--- src/rtl/mat4vt_pkg.sv ---
// Shared types, sizes and constants of the 4x4 matrix-vector transform core.
package mat4vt_pkg;

    localparam int MATRIX_DIM  = 4;
    localparam int FRAC_BITS   = 16;
    localparam int DATA_W      = 32;
    localparam int IDX_W       = 4;
    localparam int VEC_N       = 4;
    localparam int STORE_DEPTH = MATRIX_DIM * MATRIX_DIM;
    localparam int VEC_LEN     = (MATRIX_DIM < VEC_N) ? MATRIX_DIM : VEC_N;
    localparam int PROD_W      = 2 * DATA_W;
    localparam int SUM_W       = PROD_W + 2;
    localparam int QUEUE_DEPTH = 2;
    localparam int PTR_W       = $clog2(QUEUE_DEPTH);
    localparam int CNT_W       = $clog2(QUEUE_DEPTH + 1);

    localparam logic MODE_LOAD  = 1'b0;
    localparam logic MODE_XFORM = 1'b1;

    typedef logic [DATA_W-1:0] word_t;

    localparam word_t SAT_MAX = {1'b0, {(DATA_W-1){1'b1}}};
    localparam word_t SAT_MIN = {1'b1, {(DATA_W-1){1'b0}}};

    typedef enum logic {
        KIND_LOAD  = 1'b0,
        KIND_XFORM = 1'b1
    } item_kind_t;

    typedef struct packed {
        item_kind_t             kind;
        logic [IDX_W-1:0]       elem_index;
        word_t                  load_value;
        word_t [VEC_N-1:0]      vec;
    } queue_item_t;

    typedef struct packed {
        logic valid;
        logic full;
    } queue_status_t;

    function automatic word_t identity_entry(input int k);
        word_t one;
        one = word_t'(1) << FRAC_BITS;
        return ((k % (MATRIX_DIM + 1)) == 0) ? one : '0;
    endfunction

endpackage

--- src/rtl/mat4vt_front.sv ---
// Front end: accepts input beats, classifies them and queues them for the datapath.
module mat4vt_front (
    input  logic                           clk,
    input  logic                           rst_n,
    input  logic                           in_valid,
    output logic                           in_stall,
    input  logic                           mode,
    input  logic [mat4vt_pkg::IDX_W-1:0]   elem_index,
    input  logic signed [mat4vt_pkg::DATA_W-1:0] load_value,
    input  logic signed [mat4vt_pkg::DATA_W-1:0] in_x,
    input  logic signed [mat4vt_pkg::DATA_W-1:0] in_y,
    input  logic signed [mat4vt_pkg::DATA_W-1:0] in_z,
    input  logic signed [mat4vt_pkg::DATA_W-1:0] in_w,
    input  logic                           q_pop,
    output mat4vt_pkg::queue_item_t        q_item,
    output mat4vt_pkg::queue_status_t      q_status
);

    mat4vt_pkg::queue_item_t             slot_reg [mat4vt_pkg::QUEUE_DEPTH];
    mat4vt_pkg::queue_item_t             item_new;
    logic [mat4vt_pkg::CNT_W-1:0]        count_reg, count_next;
    logic [mat4vt_pkg::PTR_W-1:0]        wr_ptr_reg, wr_ptr_next;
    logic [mat4vt_pkg::PTR_W-1:0]        rd_ptr_reg, rd_ptr_next;
    logic                                keep;
    logic                                push;

    always_comb
    begin
        item_new.kind       = (mode == mat4vt_pkg::MODE_XFORM) ?
                              mat4vt_pkg::KIND_XFORM : mat4vt_pkg::KIND_LOAD;
        item_new.elem_index = elem_index;
        item_new.load_value = load_value;
        item_new.vec[0]     = in_x;
        item_new.vec[1]     = in_y;
        item_new.vec[2]     = in_z;
        item_new.vec[3]     = in_w;
    end

    // drop loads that address no element
    assign keep     = (mode == mat4vt_pkg::MODE_XFORM) ||
                      (32'(elem_index) < mat4vt_pkg::STORE_DEPTH);
    assign in_stall = (count_reg == mat4vt_pkg::CNT_W'(mat4vt_pkg::QUEUE_DEPTH));
    assign push     = in_valid && !in_stall && keep;

    assign q_item         = slot_reg[rd_ptr_reg];
    assign q_status.valid = (count_reg != '0);
    assign q_status.full  = in_stall;

    always_comb
    begin
        wr_ptr_next = wr_ptr_reg;
        rd_ptr_next = rd_ptr_reg;
        if (push)
        begin
            wr_ptr_next = (wr_ptr_reg == mat4vt_pkg::PTR_W'(mat4vt_pkg::QUEUE_DEPTH - 1)) ?
                          '0 : wr_ptr_reg + 1'b1;
        end
        if (q_pop)
        begin
            rd_ptr_next = (rd_ptr_reg == mat4vt_pkg::PTR_W'(mat4vt_pkg::QUEUE_DEPTH - 1)) ?
                          '0 : rd_ptr_reg + 1'b1;
        end
        count_next = count_reg + mat4vt_pkg::CNT_W'(push) - mat4vt_pkg::CNT_W'(q_pop);
    end

    always_ff @(posedge clk or negedge rst_n)
    begin
        if (!rst_n)
        begin
            count_reg  <= '0;
            wr_ptr_reg <= '0;
            rd_ptr_reg <= '0;
        end
        else
        begin
            count_reg  <= count_next;
            wr_ptr_reg <= wr_ptr_next;
            rd_ptr_reg <= rd_ptr_next;
        end
    end

    always_ff @(posedge clk)
    begin
        if (push)
        begin
            slot_reg[wr_ptr_reg] <= item_new;
        end
    end

endmodule

--- config.mk ---
export PLATFORM = sky130hd
export DESIGN_NAME = mat4vt_front
export DESIGN_NICKNAME = d
export VERILOG_FILES = /design/src/rtl/mat4vt_pkg.sv /design/src/rtl/mat4vt_front.sv
export SDC_FILE = /design/constraint.sdc
export NUM_CORES = 1
export LEC_CHECK = 0
export BUFFER_PORTS_ARGS = -buffer_cell sky130_fd_sc_hd__buf_2
export CAP_MARGIN = 15
export CORE_ASPECT_RATIO = 1.4
export CORE_MARGIN = 2
export CORE_UTILIZATION = 35
export CTS_BUF_LIST = sky130_fd_sc_hd__clkbuf_4
export CTS_CLUSTER_DIAMETER = 40
export CTS_CLUSTER_SIZE = 10
export DETAILED_ROUTE_END_ITERATION = 10
export GPL_ROUTABILITY_DRIVEN = 0
export HOLD_SLACK_MARGIN = 0.12
export PLACE_DENSITY = 0.57
export SKIP_CTS_REPAIR_TIMING = 1
export SYNTH_ARGS = -nofsm -noshare
export SYNTH_HDL_FRONTEND = slang
export SYNTH_SLANG_ARGS = --single-unit
--- constraint.sdc ---
create_clock -name clk -period 8.4 [get_ports clk]
set_clock_uncertainty 0.2 [all_clocks]
set_input_delay 1.26 -clock clk [delete_from_list [all_inputs] [get_ports clk]]
set_output_delay 1.26 -clock clk [all_outputs]
set_load 0.01 [all_outputs]
==> results of run 1 <==
cells by family after synthesis:
kind of cell,after synthesis
adders and majority gates,2
buffers and inverters,21
muxes,165
xor gates and xnor gates,4
DFF,334
and+or+nand+nor,5
worst paths after layout:
| path | cells after the start | end |
|---|---|---|
| hold / removal | 1 | count_reg[1]$_DFF_PN0_ |
| setup reg to reg | 3 | slot_reg[1][148]$_DFFE_PP_ |
| hold reg to reg | 1 | count_reg[1]$_DFF_PN0_ |
| setup / recovery | 3 | q_item[155] |
| min in group asynchronous | 2 | wr_ptr_reg$_DFFE_PN0P_ |
| max in group asynchronous | 2 | rd_ptr_reg$_DFFE_PN0P_ |
final cells by class:
type	instances	share of cell area [%]
antenna	9	0.153
clock buffer	50	2.55
clock inverter	7	0.238
inverter	2	0.0510
multi-input combinational	176	13.3
sequential	334	68.0
tap	451	3.83
timing repair buffer	344	11.8
synth_stat cells (all sizes together):
| master | count |
|---|---|
| edfxtp | 330 |
| mux2 | 165 |
| buf | 19 |
| dfrtp | 4 |
| xnor2 | 3 |
| ha | 2 |
| inv | 2 |
| and3 | 1 |
| nand2 | 1 |
| nand2b | 1 |
| nor2 | 1 |
| or2 | 1 |
| xor2 | 1 |
worst max-delay path, cell delays in order (launching register included):
cell and delay, ns:
dfrtp_4 0.86, buf_4 0.77, mux2_2 0.42, buf_2 0.14
layer usage:
| metal | track usage [%] | share of wire (%) |
|---|---|---|
| met5 | 0 | 0.052 |
| met2 | 23.4 | 51 |
| met3 | 5.00 | 8.6 |
| met4 | 6.54 | 3.8 |
| met1 | 14.0 | 36 |
report_power, final:
| part | switching [W] | internal (W) | leakage, nW |
|---|---|---|---|
| clock network | 0.000501 | 0.000278 | 0.243 |
| registers | 0.000126 | 0.00228 | 3.11 |
| logic | 0.000819 | 0.000668 | 2.06 |
through the flow:
stage                     util [%]  total power [W]  instance area [sq um]  hold WS (ns)
after detailed placement      41.8          0.00398                  14300         0.299
after CTS                     43.0          0.00477                  14700        0.0876
final                         43.1          0.00467                  14700         0.316
after global placement        41.8          0.00396                  14300         0.292
after floorplan                  -          0.00345                  12200         0.260
after global routing          43.1          0.00493                  14700         0.345
==> flow_summary.yaml, run 1 <==
floorplan:
  dieArea_sq_um: 36200
  row_count: 80
  die_w_um: 161
  ios: 337
  core_area_sq_um: 34100
  start_util_pct: 35.6
  die_h_um: 224
layout:
  final_common_cell: "buf_2"
  multi_input_area_sq_um: 1960
  layoutNonFillerInstCount: 1373
  largest_reg_flops: 330
  final_layout_size_suffix_gt1_share_pct: 61.8
  finalNetCount: 1070
  area_delta_synth_final_pct: 21.1
  layout_common_cells: "buf_2, edfxtp_1, mux2_2, clkbuf_4, buf_4"
  fillCellCount: 3130
  final-seq-area_sq_um: 10000
yosys:
  syn_area_sq_um: 12200
  synthXorXnorAreaFrac_pct: 0.288
  synthSimpleGateAreaFrac_pct: 0.216
  synth_nets: 702
  synth_top_area_share_pct: 81.5
  synth_top_family_by_area: "multiplexers"
  netlist_top_cells_area: "edfxtp_1, mux2_2, buf_6"
  synthMuxAreaShare_pct: 15.3
  synth_compound_area_share_pct: 0
  synth_fa_ha_area_share_pct: 0.206
  synth_cells: 531
  yosysTopAreaCell: "edfxtp_1"
  ys_seq_area_share_pct: 82.4
  synth.avg_cell_area_sq_um: 22.9
  ys_types: 15
  ys_warn_count: 0
  synth_seq_cells: 334
drt:
  drt_iter0_drc: 246
  dr.pass1.iters: 4
  routedWlPerCell_um: 18.4
  drtAntennaViolNets: 0
  routed_wl_mm: 25.2
  drt-vias-per-instance: 4.50
  drc: 0
  vias: 6174
power:
  cellLeakagePower_nw: 5.42
  powerDensity_nw_per_um2: 317
  peakVddDrop_mv: 0.317
grt:
  overflow: 0
  grt_util_all_layers_pct: 13.3
  grt_pass1_wl_mm: 36.3
  antenna_found_initial: 9
  grt_pass1_vias: 6428
  grt_max_degree: 74
timing:
  final_hold_viol_count: 0
  rsz0062_at_grt: "no"
  final.period_utilization_pct: 53.4
  period_needed_ns: 4.48
  tns_ns: 0
  setup_ws_ns: 3.92
  fmax_ghz: 0.223
  slew_viol_final: 0
  setup_viol: 0
  worst_slew_pin_slew_ns: 1.03
  max_slew_margin_pct: 31.2
worst_hold_path:
  hp-class: "reg2reg"
  hold_start: "count_reg[1]$_DFF_PN0_"
setup_path:
  critPathRequiredTime_ns: 6.94
  start_kind: "flop"
  r2r-start: "count_reg[1]$_DFF_PN0_"
  crit_path_max_fanout: 68
  setup.worst_path.class: "reg2out"
  startpoint: "rd_ptr_reg$_DFFE_PN0P_"
  reg2reg_slack_ns: 5.53
  cp.arrival_ns: 3.02
  cp-end-kind: "primary output"
clock_tree:
  htree_num_levels: 2
  clkTransAtPathRegs_ns: 0.10
  max-clock-path-buffers: 3
  clock-sinks: 334
  insertion_delay_ns: 0.66
  root_buffer: "clkbuf_4"
  cts_tree: "built"
  cts_buffers: 41
placement:
  placed_cells: 1306
  place_ws_ns: 4.55
  numPortBuffers: 336
  hpwl_mm: 16.9
outcome:
  status: "completed"
job:
  cap_violations: 0
Note: power is estimated with default switching activity, not from simulation.
==> run 2, diff against run 1 <==
Settings changed: ABC_AREA set to 1, PLACE_DENSITY 0.57 to 0.55.
Clock period 8.4 ns to 4.3 ns, I/O delays scaled along.
==> run 2 against run 1 <==
Critical endpoint is now q_item[51]; sequential power grew 95%; worst setup slack lost 2.9 ns; global-route usage is essentially flat; first-iteration DRC count grew 19%; die area grew 6.4%; via count grew 34%; power grew 120%; worst hold slack lost 0.027 ns; combinational power grew 150%; synthesized cell count grew 68%; non-clock buffer count grew 173.
==> flow_summary.yaml, run 2 <==
timing:
  tns_ns: 0
  setup_ws_ns: 0.995
  worst_slew_pin_slew_ns: 0.994
  final.period_utilization_pct: 76.9
  slew_viol_final: 0
  final_hold_viol_count: 0
  rsz0062_at_grt: "no"
  fmax_ghz: 0.303
  setup_viol: 0
  period_needed_ns: 3.31
  max_slew_margin_pct: 33.8
floorplan:
  start_util_pct: 35.4
  die_h_um: 232
  ios: 337
  dieArea_sq_um: 38600
  die_w_um: 167
  row_count: 83
  core_area_sq_um: 36600
yosys:
  synth_nets: 1062
  ys_types: 15
  ys_seq_area_share_pct: 77.3
  synth_most_common_cell: "edfxtp_1"
  ys.flop_type: "edfxtp_1"
  ys_warn_count: 0
  synth_common_cells: "edfxtp_1, nand2_1, inv_1"
  synth.avg_cell_area_sq_um: 14.5
  netlist_top_cells_area: "edfxtp_1, o21ai_2, nand2_1"
  synth_cells: 891
  synth_edf_count: 330
  synth-async-reset-ratio_pct: 1.20
  synth_top_area_share_pct: 76.5
  yosysTopAreaCell: "edfxtp_1"
  syn_area_sq_um: 13000
  synth_seq_cells: 334
drt:
  drc: 0
  vias: 8273
  drt_iter0_drc: 293
  dr.pass1.iters: 4
  drtAntennaViolNets: 0
  drt-vias-per-instance: 4.34
  routedWlPerCell_um: 14.6
  routed_wl_mm: 27.9
clock_tree:
  root_buffer: "clkbuf_4"
  htree_num_levels: 2
  insertion_delay_ns: 0.69
  clock-sinks: 334
  clkTransAtPathRegs_ns: 0.10
  cts_buffers: 42
  max-clock-path-buffers: 3
  cts_tree: "built"
worst_hold_path:
  hold_depth: 2
  hold_end: "wr_ptr_reg$_DFFE_PN0P_"
  hold_start: "wr_ptr_reg$_DFFE_PN0P_"
  hp-class: "reg2reg"
setup_path:
  reg2reg_slack_ns: 1.77
  start_kind: "flop"
  r2r-end: "slot_reg[0][112]$_DFFE_PP_"
  cp-end-kind: "primary output"
  r2r-start: "count_reg[0]$_DFF_PN0_"
  crit_path_max_fanout: 63
  critPathRequiredTime_ns: 3.45
  cp.arrival_ns: 2.46
  r2r_cells: 5
  setup.worst_path.class: "reg2out"
placement:
  place_ws_ns: 1.53
  placed_cell_area_sq_um: 15000
  hpwl_mm: 17.7
  numPortBuffers: 336
layout:
  fillCellCount: 3315
  area_delta_synth_final_pct: 33.3
  layout_common_cells: "buf_2, edfxtp_1, nand2_1, inv_1, dlygate4sd3_1"
  final_common_cell: "buf_2"
  largest_reg_flops: 330
  final-seq-area_sq_um: 10000
  finalNetCount: 1585
  final_area_sq_um: 17300
  multi_input_area_sq_um: 1910
  final_layout_size_suffix_gt1_share_pct: 35.6
power:
  cellLeakagePower_nw: 7.28
  powerDensity_nw_per_um2: 588
  peakVddDrop_mv: 0.755
  total_power_w: 0.0101
grt:
  grt_util_all_layers_pct: 13.3
  grt_pass1_vias: 7331
  antenna_found_initial: 2
  grt_pass1_wl_mm: 39.6
  overflow: 0
  grt_max_degree: 166
outcome:
  status: "completed"
job:
  cap_violations: 0
[run 2: report_power, final]
part	switching, W	internal, W	leakage, nW
Sequential	0.000237	0.00443	3.12
Combinational	0.00233	0.00133	3.84
Clock	0.00103	0.000787	0.322
Total	0.00360	0.00655	7.28
[run 2: cell families after synthesis]
family / after synthesis / share of synthesized area (%)
flops: 334 / 77.3
buf+inv: 211 / 8.06
simple gates: 178 / 5.18
compound gates: 165 / 9.22
fa+ha+maj: 2 / 0.193
xor+xnor: 1 / 0.0676
[run 2: through the flow]
| step | hold slack [ns] | std cells | utilization (%) |
|---|---|---|---|
| 6_report | 0.289 | 1907 | 47.2 |
| 5_1_grt | 0.302 | 1906 | 47.2 |
| 4_1_cts | -0.529 | 1735 | 42.6 |
| 3_5_place_dp | 0.272 | 1668 | 41.1 |
| 3_3_place_gp | 0.266 | 1668 | 41.1 |
| 2_1_floorplan | 0.149 | 891 | - |
[run 2: area by class of cell]
cell class	instances	area share (%)
clock inverters	11	0.746
flip-flops and latches	334	58.0
multi-input cells	346	11.0
repair buffers	517	20.6
well taps	467	3.38
diodes	3	0.0435
clock buffers	56	2.44
inverters	173	3.78
[run 2: worst max path at each step]
| stage | startpoint | end | slack [ns] | cells past startpoint |
|---|---|---|---|---|
| after floorplan | in_valid | slot_reg[0][0]$_DFFE_PP_ | 0.48 | 2 |
| after global placement | in_valid | slot_reg[0][158]$_DFFE_PP_ | 1.52 | 4 |
| after detailed placement | in_valid | slot_reg[0][13]$_DFFE_PP_ | 1.53 | 4 |
| after CTS | rd_ptr_reg$_DFFE_PN0P_ | q_item[51] | 0.88 | 4 |
| after global routing | rd_ptr_reg$_DFFE_PN0P_ | q_item[57] | 0.74 | 4 |
| final | rd_ptr_reg$_DFFE_PN0P_ | q_item[51] | 0.99 | 4 |
[run 2: layer usage]
layer  wire (um)  GRT usage (%)  share of wire [%]
met1       10400           14.0                 37
met2       15000           24.2                 54
met3        1680           4.27                6.0
met4         842           5.98                3.0
met5           0              0                  0
[run 2: critical path: stages (launching register included)]
cell	delay (ns)
dfrtp_4	0.90
buf_4	0.46
nand2_1	0.11
o21ai_2	0.11
buf_2	0.17
